===== config.mk =====
export PLATFORM = sky130hd
export DESIGN_NAME = npt_cell
export DESIGN_NICKNAME = d
export VERILOG_FILES = /design/src/hdl/npt_pkg.sv /design/src/hdl/npt_cell.sv
export SDC_FILE = /design/constraint.sdc
export NUM_CORES = 1
export LEC_CHECK = 0
export ABC_AREA = 0
export BUFFER_PORTS_ARGS = -buffer_cell sky130_fd_sc_hd__buf_2
export CORE_MARGIN = 2
export CORE_UTILIZATION = 38
export DETAILED_ROUTE_END_ITERATION = 12
export HOLD_SLACK_MARGIN = 0.05
export PLACE_DENSITY = 0.75
export SETUP_SLACK_MARGIN = 0.2
export SLEW_MARGIN = 10
export SYNTH_ARGS = -nofsm -noshare
export SYNTH_HDL_FRONTEND = slang
export SYNTH_SLANG_ARGS = --single-unit

===== constraint.sdc =====
create_clock -name clock -period 3.8 [get_ports clock]
set_input_delay 0.95 -clock clock [delete_from_list [all_inputs] [get_ports clock]]
set_output_delay 0.95 -clock clock [all_outputs]
set_load 0.02 [all_outputs]

===== src/hdl/npt_pkg.sv =====
package npt_pkg;

   typedef enum logic [1:0] {
      KIND_ADD     = 2'd0,
      KIND_REMOVE  = 2'd1,
      KIND_NEAREST = 2'd2,
      KIND_NOP     = 2'd3
   } kind_type;

   typedef enum logic [1:0] {
      STATUS_OK        = 2'd0,
      STATUS_FULL      = 2'd1,
      STATUS_BAD_INDEX = 2'd2,
      STATUS_EMPTY     = 2'd3
   } status_type;

   typedef enum logic [1:0] {
      ST_IDLE,
      ST_ISSUE,
      ST_WAIT,
      ST_DELIVER
   } state_type;

   typedef struct packed {
      logic append;
      logic remove;
      logic rotate;
   } cell_ctrl_type;

   typedef struct packed {
      logic valid;
      logic first;
      logic last;
   } sample_tag_type;

endpackage


===== src/hdl/npt_cell.sv =====
module npt_cell #(
   parameter int CELL_INDEX = 0,
   parameter int COORD_BITS = 16,
   parameter int INDEX_BITS = 8,
   parameter int COUNT_BITS = 9
) (
   input  logic                         clock,
   input  npt_pkg::cell_ctrl_type       ctrl,
   input  logic [COUNT_BITS-1:0]        count,
   input  logic [INDEX_BITS-1:0]        remove_index,
   input  logic signed [COORD_BITS-1:0] new_x,
   input  logic signed [COORD_BITS-1:0] new_y,
   input  logic signed [COORD_BITS-1:0] next_x,
   input  logic signed [COORD_BITS-1:0] next_y,
   input  logic signed [COORD_BITS-1:0] head_x,
   input  logic signed [COORD_BITS-1:0] head_y,
   output logic signed [COORD_BITS-1:0] cell_x,
   output logic signed [COORD_BITS-1:0] cell_y
);

   localparam logic [COUNT_BITS-1:0] MY_POS   = COUNT_BITS'(CELL_INDEX);
   localparam logic [COUNT_BITS-1:0] NEXT_POS = COUNT_BITS'(CELL_INDEX + 1);

   logic signed [COORD_BITS-1:0] x_ff, x_in;
   logic signed [COORD_BITS-1:0] y_ff, y_in;
   logic                         at_tail;
   logic                         in_shift;

   assign at_tail  = (NEXT_POS == count);
   assign in_shift = (MY_POS >= COUNT_BITS'(remove_index)) && (NEXT_POS < count);

   always_comb begin
      x_in = x_ff;
      y_in = y_ff;
      if (ctrl.append && (MY_POS == count)) begin
         x_in = new_x;
         y_in = new_y;
      end else if (ctrl.remove && in_shift) begin
         x_in = next_x;
         y_in = next_y;
      end else if (ctrl.rotate) begin
         // close the ring at the last live entry
         x_in = at_tail ? head_x : next_x;
         y_in = at_tail ? head_y : next_y;
      end
   end

   always_ff @(posedge clock) begin
      x_ff <= x_in;
      y_ff <= y_in;
   end

   assign cell_x = x_ff;
   assign cell_y = y_ff;

endmodule


==> flow_summary.ini, run 1 <==
[sta]
slew_violations = 0
timing.final.ws_setup_ps = 1370
timing.final.crit_share = 0.640
min_period_ps = 2430
fmax_ghz = 0.411
setup_tns_ps = 0
worstMarginPinSlew_ps = 698
setup_viol = 0
slew_headroom = 0.534
rsz0062_at_grt = no
hold_viol = 0

[synth]
synth_seq_cells = 32
synth_cell_types = 17
yosysWarnings = 0
synth_edf_count = 32
synth_area_leaders = edfxtp_1 (46%), nand4_1 (28%), o21ai_1 (7.8%)
synth_area_um2 = 2110
synthTopCellsByCount = nand4_1 (96), o21ai_1 (33), edfxtp_1 (32), nand2_1 (32), clkbuf_1 (12)
seq_area_frac_synth = 0.456
postSynthAreaPerCell_um2 = 8.97
syn_nets = 352
yosys.area.top_type_share = 0.456
yosys.area.top_type = edfxtp_1
syn_inst = 235
async_reset_ff_frac = 0
synthFlopType = edfxtp_1
synth.most_common_cell = nand4_1

[power_and_ir_drop]
p_leak_nw = 1.15
power_density_nw_per_um2 = 304
vdd_ir_drop_max_mv = 0.125
p_total_w = 0.000883

[hold_path]
hp-class = input pin to flip-flop
min_from = next_y[3]
min_to = cell_y[3]
whs_path_depth = 3

[global_routing]
grt_pass1_vias = 2324
antenna_found_initial = 0
grt_max_degree = 65
grt_pass1_wl_mm = 10.1
grtUsageTotal = 0.207
grt-ovfl-total = 0

[critical_path]
cp-end-kind = flip-flop
cp_cell_sequence = buf_2 > or4_4 > nor2_1 > o21ai_4 > buf_4
worstPathArrival_ps = 2420
crit_family = simple AND/OR/NAND/NOR gates
start_kind = input pin
crit_slowest_cell = or4_4
critical_path_cell_count = 5
cp.required_ps = 3790
crit_buf_inv = 2
critPathKind = input pin to flip-flop
critPathMaxFanout = 33
critPathMaxStageDelay_ps = 740

[drt]
drt-total-wl_mm = 6.58
drc = 0
dr.pass1.iters = 4
antenna_left = 0
vias = 2487
drtIter0Drc = 163
wl_per_cell_um = 15.1
viasPerCell = 5.69

[floorplanning]
die_y_um = 78.5
core_um2 = 5440
die_area_um2 = 6160
initial_utilization = 0.388
die_w_um = 78.5
fp-row-count = 27
ioPinCount = 149

[placed_design]
dp_hpwl_mm = 4.57
port_buffers = 148
placed_cells = 429
routabilityCongestion = 0.826
pre_cts_ws_ps = 1080

[clock_tree]
htreeDepth = 2
cts_buffer_depth = 2
clkTransAtPathRegs_ps = 60
cts.sinks = 32
cts_hold_buf = 0
cts_tree = done
cts_root_buf = clkbuf_8
cts_resized = 0
cts_buffers = 5
post_cts_buffers = 0

[final_layout]
syn_to_final_growth_pct = 37.9
nets = 481
drive_gt1_frac = 0.452
antennaDiodeCount = 0
final_util = 0.535
layoutNonFillerInstCount = 437

[outcome]
status = finished, final reports clean

[job]
drv_cap = 0
## power by group
group          switching [W]  internal, W  total [W]
Sequential        0.00000811     0.000424   0.000432
Clock               0.000114     0.000127   0.000241
Combinational       0.000127    0.0000825   0.000210
## kinds of logic after synthesis
| logic type | synth area share |
|---|---|
| compound gates | 0.0813 |
| simple gates | 0.377 |
| flops | 0.456 |
| buf+inv | 0.0855 |
## cell type report
| type | instances | area [µm²] |
|---|---|---|
| fill | 533 | 2530 |
| multi-input combinational | 172 | 998 |
| sequential | 32 | 961 |
| timing repair buffer | 153 | 778 |
| tap | 72 | 90.1 |
| clock buffer | 7 | 76.3 |
| clock inverter | 1 | 3.75 |
## registers in the layout (all words and copies together), names as in the netlist
| name | flops |
|---|---|
| cell_y | 16 |
| cell_x | 16 |
## layout by cell type, fill, tap and decap left out, drive strengths merged, types with 2 or more instances in the layout
master and count:
buf 153, clkbuf 7, edfxtp 32, nand2 32, nand4 96, nor2 2, nor4 3, o21ai 33
or4 2
## how the worst max path moves through the flow
stage,start,end
floorplan,remove_index[5],cell_x[0]
global placement,count[3],cell_y[14]
detailed placement,count[3],cell_x[0]
CTS,count[3],cell_x[1]
global route,count[3],cell_y[15]
finish,count[3],cell_x[1]
## through the flow
step / cell area, µm² / hold slack [ps]
after global routing: 2910 / 984
after detailed placement: 2830 / 1260
after floorplan: 2110 / 1150
final: 2910 / 978
after global placement: 2830 / 1260
after CTS: 2910 / 968
## layer usage
| metal | part of all wire | global-route usage | vias to the layer above | routed length (µm) |
|---|---|---|---|---|
| li1 | - | - | 1209 | - |
| met1 | 0.40 | 0.233 | 1143 | 2650 |
| met2 | 0.51 | 0.378 | 125 | 3350 |
| met3 | 0.072 | 0.0494 | 10 | 472 |
| met4 | 0.016 | 0.0772 | 0 | 108 |
| met5 | 0 | 0 | - | 0 |
(Power assumes the default switching activity.)
==> inputs of run 2 (changes only) <==
CORE_UTILIZATION = 37   (was 38)
PLACE_DENSITY = 0.76   (was 0.75)
clock period = 1.95 ns   (was 3.8 ns; I/O delays follow)
==> run 2 against run 1 <==
Clock power increased by 100%. Critical path type unchanged. Count of clock-buffer cells in the layout decreased by 1. Routed wire length increased by 9.7%. Sequential power grew 95%. First-iteration DRC count is 1.8% higher. Utilization is 1.7 points higher. Design area grew 4.4%. Worst hold slack got worse by 460 ps. Total power is 99% higher. Die area rose by 2.6%. Largest cell class unchanged. Global-route usage is 2.2 points higher. Combinational power is 110% higher.
==> flow_summary.ini, run 2 (synthesis results as in run 1) <==
[global_routing]
antenna_found_initial = 0
grt-ovfl-total = 0
grt_use_met1 = 0.291
grtUsageTotal = 0.229
grt_pass1_wl_mm = 11.5
busiest_layer = met2
use_met2 = 0.385
gr-usage-met3 = 0.0509
grt_pass1_vias = 2421
grt_max_degree = 39

[clock_tree]
cts_root_buf = clkbuf_8
cts_hold_buf = 0
cts_resized = 0
cts.sinks = 32
cts_buffer_depth = 2
post_cts_buffers = 0
cts_tree = done
cts_buffers = 5
clkTransAtPathRegs_ps = 70
htreeDepth = 2

[final_layout]
multi_input_comb_area_um2 = 1030
drive_gt1_frac = 0.476
syn_to_final_growth_pct = 44.0
layoutNonFillerInstCount = 446
nets = 491
final_cell_mix = buf_2 (148), nand4_1 (96), o21ai_1 (32), nand2_1 (32), edfxtp_1 (32)
antennaDiodeCount = 0
fill_cells = 526
final_common_cell = buf_2
regArea_um2 = 961

[sta]
slew_violations = 0
setup_viol = 0
worstMarginPinSlew_ps = 380
hold_viol = 0
timing.final.crit_share = 0.848
slew_headroom = 0.747
fmax_ghz = 0.605
min_period_ps = 1650
rsz0062_at_grt = no
setup_tns_ps = 0

[power_and_ir_drop]
p_leak_nw = 1.21
p_total_w = 0.00176
vdd_ir_drop_max_mv = 0.283
power_density_nw_per_um2 = 580

[critical_path]
critPathMaxFanout = 19
critPathMaxStageDelay_ps = 540
crit_buf_inv = 2
worstPathArrival_ps = 1660
crit_slowest_cell = or4_4
cp_cell_sequence = buf_2 > or4_4 > buf_4 > o21ai_1 > nand4_1
start_kind = input pin
crit_family = simple AND/OR/NAND/NOR gates
cp.required_ps = 1950
critPathKind = input pin to flip-flop
startpoint = count[3]
cp-end-kind = flip-flop

[floorplanning]
core_um2 = 5510
die_y_um = 79.5
die_w_um = 79.5
ioPinCount = 149
fp-row-count = 27
initial_utilization = 0.383
die_area_um2 = 6320

[placed_design]
port_buffers = 148
placed_cells = 439
dp_hpwl_mm = 5.29
routabilityCongestion = 0.839

[outcome]
status = finished, final reports clean

[hold_path]
min_from = next_y[2]
hp-class = input pin to flip-flop

[drt]
viasPerCell = 5.86
dr.pass1.iters = 5
drt-total-wl_mm = 7.22
vias = 2614
antenna_left = 0
wl_per_cell_um = 16.2
drc = 0
drtIter0Drc = 166

[job]
drv_cap = 0
[run 2: changes by cell type in the layout (fill, tap and decap cells not counted)]
cell / previous run / this run
clkinv_2: 0 / 1
clkinv_1: 1 / 0
a31oi_1: 1 / 0
clkbuf_1: 2 / 1
a31oi_2: 0 / 1
buf_12: 0 / 2
nor4_2: 1 / 0
nor4_4: 1 / 3
buf_4: 5 / 13
nor4_1: 1 / 0
[run 2: per-layer routing]
layer,vias to the layer above,wire [µm]
li1,1230,-
met1,1200,2720
met2,174,3620
met3,10,781
met4,0,106
met5,-,0
[run 2: path summary, 6_finish.rpt]
check,to,slack (ps),depth (start not counted)
max,cell_x[1],300,5
min,cell_y[2],510,3
[run 2: stage by stage]
stage          setup WS, ps  hold WS (ps)   util  area (µm²)
3_5_place_dp           28.9           799  0.537        2960
3_3_place_gp           75.5           795  0.537        2960
4_1_cts                 325           509  0.551        3040
2_1_floorplan          65.5           687      -        2150
6_report                297           514  0.551        3040
5_1_grt                 269           513  0.551        3040
[run 2: cell type report]
class                   instances  area share
clock inverters                 1     0.00165
flip-flops and latches         32       0.317
repair buffers                163       0.289
clock buffers                   6      0.0239
multi-input cells             172       0.339
well taps                      72      0.0297
[run 2: where the power goes]
part	internal (W)	switching, W
combinational	0.000177	0.000260
sequential	0.000826	0.0000155
clock	0.000243	0.000239
total	0.00125	0.000514
[run 2: worst min-delay path, delay by kind of cell]
family	cells	cell delay [ps]
simple gates	2	110
buf+inv	1	90
==> inputs of run 3 (changes only) <==
clock period = 1.3 ns   (was 1.95 ns; I/O delays follow)
==> run 3 against run 2 <==
The run now ends with setup timing left. Flip-flop and latch count stayed put. Count of clock-buffer cells in the layout is 1 higher. Design area is 15% higher. Sequential share of layout area is 4.2 points lower. Highest routed layer unchanged. Die area stayed put. Critical path depth is 1 higher. Utilization is 8.5 points higher. First-iteration DRC count is 9.6% higher. Final cell count is 3.1% higher. Largest cell class is now non-clock buffers. Worst hold slack worse by 160 ps. Worst setup slack worse by 500 ps.
==> flow_summary.ini, run 3 (synthesis results as in run 1) <==
[global_routing]
grt_max_degree = 37
antenna_found_initial = 0
use_met2 = 0.382
grt_pass1_vias = 2455
busiest_layer = met2
grt-ovfl-total = 0
grt_pass1_wl_mm = 11.3
grtUsageTotal = 0.225
grt_use_met1 = 0.280
gr-usage-met3 = 0.0419

[hold_path]
min_to = cell_x[9]
min_from = next_x[9]
hp-class = input pin to flip-flop
whs_path_depth = 3

[sta]
setup_tns_ps = -8780
timing.final.ws_setup_ps = -199
slew_headroom = 0.760
worstMarginPinSlew_ps = 360
fmax_ghz = 0.667
rsz0062_at_grt = yes
slew_violations = 0
min_period_ps = 1500
hold_viol = 0
setup_viol = 64
timing.final.crit_share = 1.15
worst_hold_slack_ps = 352

[outcome]
status = finished, violations left
violations = setup timing

[power_and_ir_drop]
p_total_w = 0.00284
p_leak_nw = 1.40
power_density_nw_per_um2 = 809
vdd_ir_drop_max_mv = 0.361

[drt]
antenna_left = 0
drc = 0
dr.pass1.iters = 5
drtIter0Drc = 182
drt-total-wl_mm = 7.55
wl_per_cell_um = 16.4
viasPerCell = 5.90
vias = 2714

[placed_design]
placed_cells = 446
routabilityCongestion = 0.797
dp_hpwl_mm = 5.20
port_buffers = 148

[clock_tree]
cts.sinks = 32
clkTransAtPathRegs_ps = 70
cts_buffer_depth = 2
cts_tree = done
cts_root_buf = clkbuf_8
cts_buffers = 5
htreeDepth = 2

[critical_path]
cp.required_ps = 1340
cp-end-kind = flip-flop
critPathKind = input pin to flip-flop
critPathMaxFanout = 13
worstPathArrival_ps = 1540
start_kind = input pin

[floorplanning]
fp-row-count = 27
die_w_um = 79.5
core_um2 = 5510
die_area_um2 = 6320
ioPinCount = 149
initial_utilization = 0.383
die_y_um = 79.5

[final_layout]
nets = 504
fill_cells = 463
final_common_cell = buf_2
antennaDiodeCount = 0
drive_gt1_frac = 0.521
final_cell_mix = buf_2 (114), nand4_1 (96), buf_6 (38), nand2_1 (32), edfxtp_1 (32)
syn_to_final_growth_pct = 66.2
layoutNonFillerInstCount = 460

[job]
drv_cap = 0
==> run 3: area by class of cell <==
class,count,area [µm²],share of cell area
Timing Repair Buffer,176,1300,0.370
Multi-Input combinational cell,172,1080,0.307
Sequential cell,32,961,0.274
Tap cell,72,90.1,0.0257
Clock buffer,7,76.3,0.0218
Clock inverter,1,3.75,0.00107
==> run 3: per-stage QoR <==
stage          worst slack (ps)  area [µm²]   util
2_1_floorplan              -422        2150      -
3_3_place_gp               -424        3010  0.547
3_5_place_dp               -438        3010  0.547
4_1_cts                    -130        3310  0.601
5_1_grt                    -228        3500  0.636
6_report                   -199        3500  0.636
==> run 3: where the power goes <==
| part | switching, W | internal [W] |
|---|---|---|
| combinational | 0.000413 | 0.000420 |
| sequential | 0.0000442 | 0.00124 |
| clock | 0.000343 | 0.000372 |
| total | 0.000800 | 0.00204 |
==> run 3: how the worst max path moves through the flow <==
| stage | slack [ps] | from | end | cells past startpoint |
|---|---|---|---|---|
| 6_report | -200 | count[4] | cell_y[10] | 6 |
| 5_1_grt | -230 | count[2] | cell_y[10] | 7 |
| 4_1_cts | -130 | count[5] | cell_y[10] | 5 |
| 3_5_place_dp | -440 | count[5] | cell_x[0] | 5 |
| 3_3_place_gp | -420 | count[5] | cell_y[14] | 5 |
| 2_1_floorplan | -420 | remove_index[5] | cell_x[0] | 3 |
==> run 3: critical path, stage by stage <==
cell	delay, ps
buf_2	120
or4_4	560
nor2_4	150
o21ai_4	80
buf_12	150
buf_12	140
==> run 3: what timing repair did <==
action / 4_1_cts / 5_1_grt
cloned: 0 / 3
hold buffers: 0 / 0
hold endpoints to repair: 0 / 0
pin swaps: 0 / 6
resized for setup: 69 / 24
setup buffers: 0 / 3
setup endpoints to repair: 96 / 96
==> run 3: routing by layer <==
metal	share of wire	vias up
met5	0	-
met4	0.026	0
met3	0.099	17
met2	0.50	187
met1	0.37	1241
li1	-	1269
