**src/hdl/npt_pkg.sv**
```systemverilog
package npt_pkg;

   typedef enum logic [1:0] {
      KIND_ADD     = 2'd0,
      KIND_REMOVE  = 2'd1,
      KIND_NEAREST = 2'd2,
      KIND_NOP     = 2'd3
   } kind_type;

   typedef enum logic [1:0] {
      STATUS_OK        = 2'd0,
      STATUS_FULL      = 2'd1,
      STATUS_BAD_INDEX = 2'd2,
      STATUS_EMPTY     = 2'd3
   } status_type;

   typedef enum logic [1:0] {
      ST_IDLE,
      ST_ISSUE,
      ST_WAIT,
      ST_DELIVER
   } state_type;

   typedef struct packed {
      logic append;
      logic remove;
      logic rotate;
   } cell_ctrl_type;

   typedef struct packed {
      logic valid;
      logic first;
      logic last;
   } sample_tag_type;

endpackage

```
**src/hdl/npt_dist.sv**
```systemverilog
module npt_dist #(
   parameter int COORD_BITS = 16,
   parameter int INDEX_BITS = 8
) (
   input  logic                         clock,
   input  logic                         reset,
   input  npt_pkg::sample_tag_type      tag,
   input  logic [INDEX_BITS-1:0]        sample_index,
   input  logic signed [COORD_BITS-1:0] sample_x,
   input  logic signed [COORD_BITS-1:0] sample_y,
   input  logic signed [COORD_BITS-1:0] query_x,
   input  logic signed [COORD_BITS-1:0] query_y,
   output logic                         done,
   output logic [INDEX_BITS-1:0]        best_index,
   output logic signed [COORD_BITS-1:0] best_x,
   output logic signed [COORD_BITS-1:0] best_y,
   output logic [2*COORD_BITS:0]        best_distance
);

   localparam int SQ_BITS   = 2 * COORD_BITS;
   localparam int DIST_BITS = 2 * COORD_BITS + 1;

   logic signed [COORD_BITS:0]   diff_x, diff_y;
   logic signed [COORD_BITS:0]   abs_x, abs_y;

   npt_pkg::sample_tag_type      a_tag_ff, b_tag_ff;
   logic [INDEX_BITS-1:0]        a_index_ff, b_index_ff;
   logic signed [COORD_BITS-1:0] a_x_ff, a_y_ff, b_x_ff, b_y_ff;
   logic [COORD_BITS-1:0]        a_dx_ff, a_dy_ff;
   logic [SQ_BITS-1:0]           sq_x, sq_y;
   logic [SQ_BITS-1:0]           b_sqx_ff, b_sqy_ff;
   logic [DIST_BITS-1:0]         sum;
   logic                         take;

   logic                         done_ff;
   logic [INDEX_BITS-1:0]        best_index_ff;
   logic signed [COORD_BITS-1:0] best_x_ff, best_y_ff;
   logic [DIST_BITS-1:0]         best_dist_ff;

   assign diff_x = {sample_x[COORD_BITS-1], sample_x} - {query_x[COORD_BITS-1], query_x};
   assign diff_y = {sample_y[COORD_BITS-1], sample_y} - {query_y[COORD_BITS-1], query_y};
   assign abs_x  = diff_x[COORD_BITS] ? -diff_x : diff_x;
   assign abs_y  = diff_y[COORD_BITS] ? -diff_y : diff_y;

   assign sq_x = a_dx_ff * a_dx_ff;
   assign sq_y = a_dy_ff * a_dy_ff;

   assign sum  = {1'b0, b_sqx_ff} + {1'b0, b_sqy_ff};
   assign take = b_tag_ff.valid && (b_tag_ff.first || (sum < best_dist_ff));

   always_ff @(posedge clock) begin
      if (reset) begin
         a_tag_ff <= '0;
         b_tag_ff <= '0;
         done_ff  <= 1'b0;
      end else begin
         a_tag_ff <= tag;
         b_tag_ff <= a_tag_ff;
         done_ff  <= b_tag_ff.valid && b_tag_ff.last;
      end
   end

   always_ff @(posedge clock) begin
      a_index_ff <= sample_index;
      a_x_ff     <= sample_x;
      a_y_ff     <= sample_y;
      a_dx_ff    <= abs_x[COORD_BITS-1:0];
      a_dy_ff    <= abs_y[COORD_BITS-1:0];
      b_index_ff <= a_index_ff;
      b_x_ff     <= a_x_ff;
      b_y_ff     <= a_y_ff;
      b_sqx_ff   <= sq_x;
      b_sqy_ff   <= sq_y;
      if (take) begin
         best_index_ff <= b_index_ff;
         best_x_ff     <= b_x_ff;
         best_y_ff     <= b_y_ff;
         best_dist_ff  <= sum;
      end
   end

   assign done          = done_ff;
   assign best_index    = best_index_ff;
   assign best_x        = best_x_ff;
   assign best_y        = best_y_ff;
   assign best_distance = best_dist_ff;

endmodule

```
**config.mk**
```make
export PLATFORM = sky130hd
export DESIGN_NAME = npt_dist
export DESIGN_NICKNAME = d
export VERILOG_FILES = /design/src/hdl/npt_pkg.sv /design/src/hdl/npt_dist.sv
export SDC_FILE = /design/constraint.sdc
export NUM_CORES = 1
export LEC_CHECK = 0
export ABC_AREA = 1
export BUFFER_PORTS_ARGS = -buffer_cell sky130_fd_sc_hd__buf_2
export CORE_MARGIN = 4
export CORE_UTILIZATION = 39
export DETAILED_ROUTE_END_ITERATION = 16
export PLACE_DENSITY = 0.55
export SLEW_MARGIN = 20
export SYNTH_ARGS = -nofsm -noshare
export SYNTH_HDL_FRONTEND = slang
export SYNTH_SLANG_ARGS = --single-unit
```
**constraint.sdc**
```tcl
create_clock -name clock -period 10.1 [get_ports clock]
set_input_delay 1.515 -clock clock [delete_from_list [all_inputs] [get_ports clock]]
set_output_delay 1.515 -clock clock [all_outputs]
set_load 0.02 [all_outputs]
```
==> results_tabular.tex, run 1 <==
\begin{tabular}{lr}
\hline
Metric & Value \\
\hline
\multicolumn{2}{l}{\textbf{Outcome}} \\
\quad Status & complete, no violations \\
\multicolumn{2}{l}{\textbf{Critical path}} \\
\quad Worst-path cell with the longest stage delay & sky130\_fd\_sc\_hd\_\_dfxtp\_1 \\
\quad Number of cells on the critical path & 20 \\
\quad Element type at the critical path start & flip-flop \\
\quad Classification of the worst setup path & reg -> reg \\
\quad Worst r2r src & a\_dy\_ff[7] \\
\quad Capture point of the worst reg-to-reg path & b\_sqy\_ff[19] \\
\quad Crit end category & flip-flop \\
\quad Reg-to-reg setup timing slack & $\sim$4000 ps \\
\quad Biggest fanout along the worst timing path & 16 \\
\quad Critical path data arrival time & $\sim$6500 ps \\
\quad Buf+Inv Stages, Crit Path & 5 \\
\quad Capturing instance or port of the critical path & b\_sqy\_ff[19] \\
\quad Delay of the slowest critical-path stage & 790 ps \\
\quad Worst-path cell chain & nand2\_1 -> inv\_1 -> fa\_1 -> inv\_1 -> fa\_1 -> inv\_1 -> fa\_1 -> fa\_1 -> fa\_1 -> inv\_1 -> fa\_1 -> inv\_1 -> ha\_1 -> nand2\_1 -> nor2\_1 -> nand2\_1 -> nand2\_1 -> a31oi\_1 -> o21ai\_0 -> xor2\_1 \\
\quad Worst Reg2Reg Path Length in Cells & 20 \\
\quad Category of cells accounting for the largest share of critical-path delay & adder cells \\
\quad Beginning of the critical path & a\_dy\_ff[7] \\
\quad Cell type with the highest occurrence count on the critical path & sky130\_fd\_sc\_hd\_\_fa\_1 \\
\quad Endpoint required time on the critical path & 10530 ps \\
\multicolumn{2}{l}{\textbf{Place}} \\
\quad Number of I/O port buffers & 150 \\
\quad Routability Congestion & between 0.8 and 0.9 \\
\quad DPL Wire Length & 48.2 mm \\
\quad Cell area after placement & between 20000 and 30000 um2 \\
\quad Setup Slack @ Placement & just over 4000 ps \\
\multicolumn{2}{l}{\textbf{Synthesis}} \\
\quad Post-synthesis sequential area ratio & between 20\% and 30\% \\
\quad Synthesized instance count & between 3k and 4k \\
\quad Synthesized area per cell & between 8 and 9 um2 \\
\quad Synth area leaders & sky130\_fd\_sc\_hd\_\_fa\_1, sky130\_fd\_sc\_hd\_\_ha\_1, sky130\_fd\_sc\_hd\_\_dfxtp\_1 \\
\quad Fraction of registers with async set/reset & 0\% \\
\quad Number of enable-type register cells in the synthesized netlist & between 70 and 80 \\
\quad Share of Yosys cell area claimed by the top area cell type & roughly 25\% \\
\quad Number of nets produced by synthesis & roughly 3.8k \\
\quad YS warnings & 0 \\
\quad Area of the mapped netlist & 25900 um2 \\
\quad Number of distinct library cells after synthesis & 45 \\
\quad Count of state elements after synthesis & $\sim$250 \\
\quad Flip-flop cell with the highest count after synthesis & sky130\_fd\_sc\_hd\_\_dfxtp\_1 \\
\quad Dominant cell type by area after synthesis & sky130\_fd\_sc\_hd\_\_fa\_1 \\
\multicolumn{2}{l}{\textbf{STA}} \\
\quad Relative max-transition margin & a little under two fifths \\
\quad Top achievable clock speed & between 150 and 200 MHz \\
\quad Number of max-slew violations in the final report & 0 \\
\quad Final-report hold violation count & 0 \\
\quad Setup slack after layout & $\sim$4100 ps \\
\quad Clock period minus worst slack & roughly 6000 ps \\
\quad Setup\_tns & 0 ps \\
\quad Total of endpoints with negative setup slack in the final report & 0 \\
\quad Transition at the pin with the smallest max-transition slack & between 900 and 1000 ps \\
\quad Clk\_skew & slightly below 40 ps \\
\quad RSZ-0062 raised after global routing & false \\
\quad Final period util & about three fifths \\
\multicolumn{2}{l}{\textbf{CTS}} \\
\quad Clock tree from TritonCTS & yes \\
\quad Sinks on Clock Net & 254 \\
\quad Quantity of hold-fixing buffers added after cts & 0 \\
\quad \# Post-CTS Setup Buffers & 0 \\
\quad Number of gates resized after cts & 0 \\
\quad Clock tree buffer depth & 3 \\
\quad Clock slew at reported path FFs & about 70 ps \\
\quad Clock latency reported for the late side of the worst-skew pair & 580 ps \\
\quad Number of buffers added by the clock tree synthesis step & 30 \\
\quad Number of H-tree levels & 1 \\
\quad Clock root buffer & sky130\_fd\_sc\_hd\_\_clkbuf\_16 \\
\multicolumn{2}{l}{\textbf{Worst hold path}} \\
\quad Hold Crit Class & reg -> reg \\
\multicolumn{2}{l}{\textbf{Detailed routing}} \\
\quad Total routed wirelength & approximately 57 mm \\
\quad Number of nets with antenna violations after detailed routing & 0 \\
\quad WL/cell & 14.0 um \\
\quad Detailed Route Iter0 Violations & 841 \\
\quad Ratio of routed vias to standard cells & roughly 4.6 \\
\quad Vias post-DR & $\sim$19k \\
\quad Number of iterations in the first detailed-routing pass & 5 \\
\quad Number of remaining DRC errors & 0 \\
\multicolumn{2}{l}{\textbf{Final layout}} \\
\quad Ant diodes & 0 \\
\quad Area overhead of the layout relative to synthesis & 10.2\% \\
\quad Final design utilization & a little over two fifths \\
\quad Commonest cells after routing, fill and taps aside & sky130\_fd\_sc\_hd\_\_inv\_1, sky130\_fd\_sc\_hd\_\_nand2\_1, sky130\_fd\_sc\_hd\_\_fa\_1 \\
\quad Sequential cell area & $\sim$5800 um2 \\
\quad Total number of nets in the final design & 3889 \\
\quad Area used by multi-input combinational logic & around 17000 um2 \\
\quad Commonest non-fill, non-tap cell in the layout & sky130\_fd\_sc\_hd\_\_inv\_1 \\
\quad Fill cell instance count of the final layout & about 6.6k \\
\quad Share of post-route cells with drive strength above 1 & under 10\% \\
\quad Finished layout cell area & 28500 um2 \\
\multicolumn{2}{l}{\textbf{Global route}} \\
\quad Number of global-route vias before repair & slightly below 20k \\
\quad Global route overflow & 0 \\
\quad Global-route wire length before repair & around 96 mm \\
\quad Initial antenna violation count & 0 \\
\quad Pin count of the biggest net entering global routing & 61 \\
\quad GRT Overall Usage & 16.5\% \\
\multicolumn{2}{l}{\textbf{Die}} \\
\quad Placeable core region & 65700 um2 \\
\quad Number of placement rows & between 90 and 100 \\
\quad Total die area & $\sim$70000 um2 \\
\quad Die Y & about 270 um \\
\quad IO Count & $\sim$150 \\
\quad Initial core utilization & around 39\% \\
\quad Die width & 265 um \\
\multicolumn{2}{l}{\textbf{Run}} \\
\quad Maximum capacitance violations & 0 \\
\hline
\end{tabular}
-- synth_stat cells (8+ instances only) --
cell and number:
sky130_fd_sc_hd__xnor2_1 37, sky130_fd_sc_hd__nand3_1 77, sky130_fd_sc_hd__xor2_1 88, sky130_fd_sc_hd__a21oi_1 131, sky130_fd_sc_hd__nor2_1 149, sky130_fd_sc_hd__a21o_1 18
sky130_fd_sc_hd__fa_1 326, sky130_fd_sc_hd__nand4_1 18, sky130_fd_sc_hd__nand2_2 16, sky130_fd_sc_hd__ha_1 303, sky130_fd_sc_hd__o21ai_0 58, sky130_fd_sc_hd__inv_1 786
sky130_fd_sc_hd__nor3_1 23, sky130_fd_sc_hd__o21bai_1 8, sky130_fd_sc_hd__dfxtp_1 181, sky130_fd_sc_hd__nand2_1 623, sky130_fd_sc_hd__a31oi_1 11, sky130_fd_sc_hd__edfxtp_1 73
sky130_fd_sc_hd__clkbuf_1 60
-- registers in the layout, summed over array words and instances, names as in the netlist --
name           flops
best_index         8
a_tag_ff           3
a_dx_ff           16
done               1
best_x            16
a_y_ff            16
b_y_ff            16
a_dy_ff           16
best_y            16
b_index_ff         8
b_sqx_ff          31
a_x_ff            16
b_tag_ff           3
best_distance     33
b_x_ff            16
b_sqy_ff          31
a_index_ff         8
-- metal layers --
metal  global-route usage (%)  wire, um  vias to the layer above
li1                         -         -                     9491
met1                     23.1     27700                     8699
met2                     27.4     25400                      345
met3                     2.63      2800                       54
met4                     3.21      1180                        0
met5                        0         0                        -
-- final cells by class --
| cell class | count | area share (%) |
|---|---|---|
| Sequential cell | 254 | 20.4 |
| Timing Repair Buffer | 151 | 2.66 |
| Clock inverter | 18 | 0.593 |
| Inverter | 787 | 10.4 |
| Multi-Input combinational cell | 1959 | 59.1 |
| Clock buffer | 38 | 3.03 |
| Tap cell | 864 | 3.79 |
-- worst min-delay path by stage --
stage                  startpoint             to  slack (ps)  cells after the start
finish              a_index_ff[1]  b_index_ff[1]         320                      0
global route           a_x_ff[13]     b_x_ff[13]         330                      0
CTS                     a_y_ff[0]      b_y_ff[0]         330                      0
detailed placement      a_y_ff[0]      b_y_ff[0]         310                      0
global placement    a_index_ff[6]  b_index_ff[6]         310                      0
floorplan           a_index_ff[0]  b_index_ff[0]         310                      0
-- metrics by stage --
step,hold slack [ps],std cells
6_report,323,4071
5_1_grt,329,4071
4_1_cts,326,4071
3_5_place_dp,312,4015
3_3_place_gp,310,4015
2_1_floorplan,310,3063
-- cell families (layout without fill, tap and decap cells) --
logic type,after synthesis,in the layout,share of synthesized area (%)
and+or+nand+nor,936,936,14.9
buffers and inverters,850,994,12.4
adders and majority gates,629,629,39.9
AOI/OAI and AO/OA,265,265,5.83
DFF,254,254,22.5
xor gates and xnor gates,129,129,4.49
-- worst register-to-register path: stages (launching register included) --
cell and delay [ps]:
sky130_fd_sc_hd__dfxtp_1 790, sky130_fd_sc_hd__nand2_1 240, sky130_fd_sc_hd__inv_1 130, sky130_fd_sc_hd__fa_1 420
sky130_fd_sc_hd__inv_1 100, sky130_fd_sc_hd__fa_1 410, sky130_fd_sc_hd__inv_1 90, sky130_fd_sc_hd__fa_1 440
sky130_fd_sc_hd__fa_1 510, sky130_fd_sc_hd__fa_1 540, sky130_fd_sc_hd__inv_1 50, sky130_fd_sc_hd__fa_1 530
sky130_fd_sc_hd__inv_1 40, sky130_fd_sc_hd__ha_1 370, sky130_fd_sc_hd__nand2_1 120, sky130_fd_sc_hd__nor2_1 220
sky130_fd_sc_hd__nand2_1 80, sky130_fd_sc_hd__nand2_1 110, sky130_fd_sc_hd__a31oi_1 90, sky130_fd_sc_hd__o21ai_0 270
sky130_fd_sc_hd__xor2_1 330
Power of run 1 is left out: the tool's default activity adds up to more than one toggle a clock period on the data nets, which glitch-free logic cannot reach.
==> run 2, diff against run 1 <==
--- a/config.mk
+++ b/config.mk
@@ -10,7 +10,7 @@
 export CORE_MARGIN = 4
 export CORE_UTILIZATION = 39
 export DETAILED_ROUTE_END_ITERATION = 16
-export PLACE_DENSITY = 0.55
+export PLACE_DENSITY = 0.57
 export SLEW_MARGIN = 20
 export SYNTH_ARGS = -nofsm -noshare
 export SYNTH_HDL_FRONTEND = slang
==> constraint.sdc (replaced) <==
create_clock -name clock -period 5 [get_ports clock]
set_input_delay 0.75 -clock clock [delete_from_list [all_inputs] [get_ports clock]]
set_output_delay 0.75 -clock clock [all_outputs]
set_load 0.02 [all_outputs]
==> run 2 against run 1 <==
- the run now ends with setup timing left
- wire length increased by 2.5%
- count of clock-buffer cells in the layout decreased by 2
- die area unchanged
- flip-flop and latch count unchanged
- core utilization increased by 6.7 points
- highest routed layer unchanged
==> results_tabular.tex, run 2 (synthesized netlist as in run 1, its figures left out) <==
\begin{tabular}{lr}
\hline
Metric & Value \\
\hline
\multicolumn{2}{l}{\textbf{Global route}} \\
\quad Number of global-route vias before repair & about 20k \\
\quad Global-route wire length before repair & roughly 99 mm \\
\quad GRT Overall Usage & between 15 and 20\% \\
\quad Initial antenna violation count & 1 \\
\quad Global route overflow & 0 \\
\quad Pin count of the biggest net entering global routing & 26 \\
\multicolumn{2}{l}{\textbf{Final layout}} \\
\quad Commonest non-fill, non-tap cell in the layout & sky130\_fd\_sc\_hd\_\_inv\_1 \\
\quad Total number of nets in the final design & roughly 4.2k \\
\quad Ant diodes & 0 \\
\quad Share of post-route cells with drive strength above 1 & between 20 and 30\% \\
\quad Flip-flop count of the largest register, all copies and words added & 33 \\
\quad Finished layout cell area & between 30000 and 40000 um2 \\
\quad Commonest cells after routing, fill and taps aside & sky130\_fd\_sc\_hd\_\_inv\_1, sky130\_fd\_sc\_hd\_\_nand2\_1, sky130\_fd\_sc\_hd\_\_fa\_1 \\
\quad Area overhead of the layout relative to synthesis & 27.2\% \\
\multicolumn{2}{l}{\textbf{Critical path}} \\
\quad Critical path data arrival time & between 5000 and 6000 ps \\
\quad Classification of the worst setup path & reg -> reg \\
\quad Endpoint required time on the critical path & approximately 5500 ps \\
\quad Worst-path cell with the longest stage delay & sky130\_fd\_sc\_hd\_\_fa\_1 \\
\quad Worst Reg2Reg Path Length in Cells & 26 \\
\quad Biggest fanout along the worst timing path & 5 \\
\quad Crit end category & flip-flop \\
\quad Cell type with the highest occurrence count on the critical path & sky130\_fd\_sc\_hd\_\_fa\_1 \\
\quad Delay of the slowest critical-path stage & roughly 520 ps \\
\quad Element type at the critical path start & flip-flop \\
\multicolumn{2}{l}{\textbf{STA}} \\
\quad Final-report hold violation count & 0 \\
\quad Clock period minus worst slack & approximately 5200 ps \\
\quad Relative max-transition margin & slightly below 60\% \\
\quad Top achievable clock speed & 191 MHz \\
\quad Number of max-slew violations in the final report & 0 \\
\quad Transition at the pin with the smallest max-transition slack & a little over 600 ps \\
\quad Setup slack after layout & -227 ps \\
\quad Clk\_skew & $\sim$25 ps \\
\quad Final period util & 105\% \\
\quad Total of endpoints with negative setup slack in the final report & 34 \\
\quad RSZ-0062 raised after global routing & true \\
\multicolumn{2}{l}{\textbf{Die}} \\
\quad Placeable core region & around 66000 um2 \\
\quad Total die area & slightly above 70000 um2 \\
\quad Number of placement rows & 94 \\
\quad Die width & 265 um \\
\quad Die Y & between 200 and 300 um \\
\quad IO Count & 151 \\
\quad Initial core utilization & between 30\% and 40\% \\
\multicolumn{2}{l}{\textbf{CTS}} \\
\quad Sinks on Clock Net & approximately 250 \\
\quad Clock tree buffer depth & 3 \\
\quad Clock slew at reported path FFs & $\sim$70 ps \\
\quad Clock root buffer & sky130\_fd\_sc\_hd\_\_clkbuf\_16 \\
\quad Clock latency reported for the late side of the worst-skew pair & around 590 ps \\
\quad Number of H-tree levels & 1 \\
\quad Clock tree from TritonCTS & yes \\
\quad Number of buffers added by the clock tree synthesis step & 30 \\
\multicolumn{2}{l}{\textbf{Worst hold path}} \\
\quad Hold Crit Class & in -> reg \\
\quad Hold depth & 1 \\
\multicolumn{2}{l}{\textbf{Detailed routing}} \\
\quad Number of nets with antenna violations after detailed routing & 0 \\
\quad Ratio of routed vias to standard cells & about 4.5 \\
\quad Number of iterations in the first detailed-routing pass & 5 \\
\quad WL/cell & 13.3 um \\
\quad Detailed Route Iter0 Violations & 838 \\
\quad Vias post-DR & roughly 20k \\
\quad Number of remaining DRC errors & 0 \\
\quad Total routed wirelength & between 50 and 60 mm \\
\multicolumn{2}{l}{\textbf{Outcome}} \\
\quad Status & finished with violations \\
\quad Violations in the final reports & setup timing \\
\multicolumn{2}{l}{\textbf{Place}} \\
\quad Cell area after placement & roughly 30000 um2 \\
\quad Routability Congestion & $\sim$0.86 \\
\quad Number of I/O port buffers & 150 \\
\quad DPL Wire Length & 49.4 mm \\
\multicolumn{2}{l}{\textbf{Run}} \\
\quad Maximum capacitance violations & 0 \\
\hline
\end{tabular}
-- run 2: changes by cell type in the layout (fill, tap and decap cells not counted), sizes merged --
cell / change
buf: +343
inv: +7
clkinv: -5
clkbuf: -2
bufinv: -1
clkinvlp: +1
-- run 2: worst max-delay path, delay by kind of cell, from the launching register on --
kind / cells / cell delay (ps)
compound gates: 1 / 70
fa+ha+maj: 7 / 3230
xor+xnor: 1 / 140
buf+inv: 10 / 720
flops: 1 / 370
simple gates: 7 / 630
-- run 2: final timing paths --
kind / start / endpoint / slack (ps)
min reg2reg: a_index_ff[0] / b_index_ff[0] / 330
max reg2reg: a_dx_ff[10] / b_sqx_ff[19] / -230
min: sample_index[4] / a_index_ff[4] / 260
max: a_dx_ff[10] / b_sqx_ff[19] / -230
-- run 2: what timing repair did --
item                       in CTS  in global routing
cloned                          0                  0
setup endpoints to repair      43                 44
pin swaps                      94                119
hold buffers                    0                  0
gates resized for setup       184                217
buffers inserted               30                 33
-- run 2: per-layer routing --
metal | global-route usage (%) | vias to the layer above | routed length (um)
met5 | 0 | - | 0
met4 | 2.83 | 0 | 1020
met3 | 3.01 | 61 | 3360
met2 | 27.8 | 363 | 26500
met1 | 23.5 | 9297 | 27600
li1 | - | 10200 | -
-- run 2: final cells by class --
type | count | area (um2)
fillers | 6145 | 32800
multi-input cells | 1959 | 18300
flip-flops and latches | 254 | 5920
repair buffers | 494 | 3650
inverters | 787 | 2960
well taps | 864 | 1080
clock buffers | 36 | 803
clock inverters | 20 | 205
-- run 2: through the flow --
step	util, %	hold slack, ps	setup slack, ps	setup TNS, ps	std cells
after floorplan	-	310	-60.4	-118	3063
after global placement	45.6	310	-406	-8090	4296
after detailed placement	45.6	312	-446	-10340	4296
after CTS	48.5	216	-242	-3330	4382
after global routing	50.0	221	-482	-11780	4414
final	50.0	259	-227	-4380	4414
Power of run 2 is left out for the same reason.
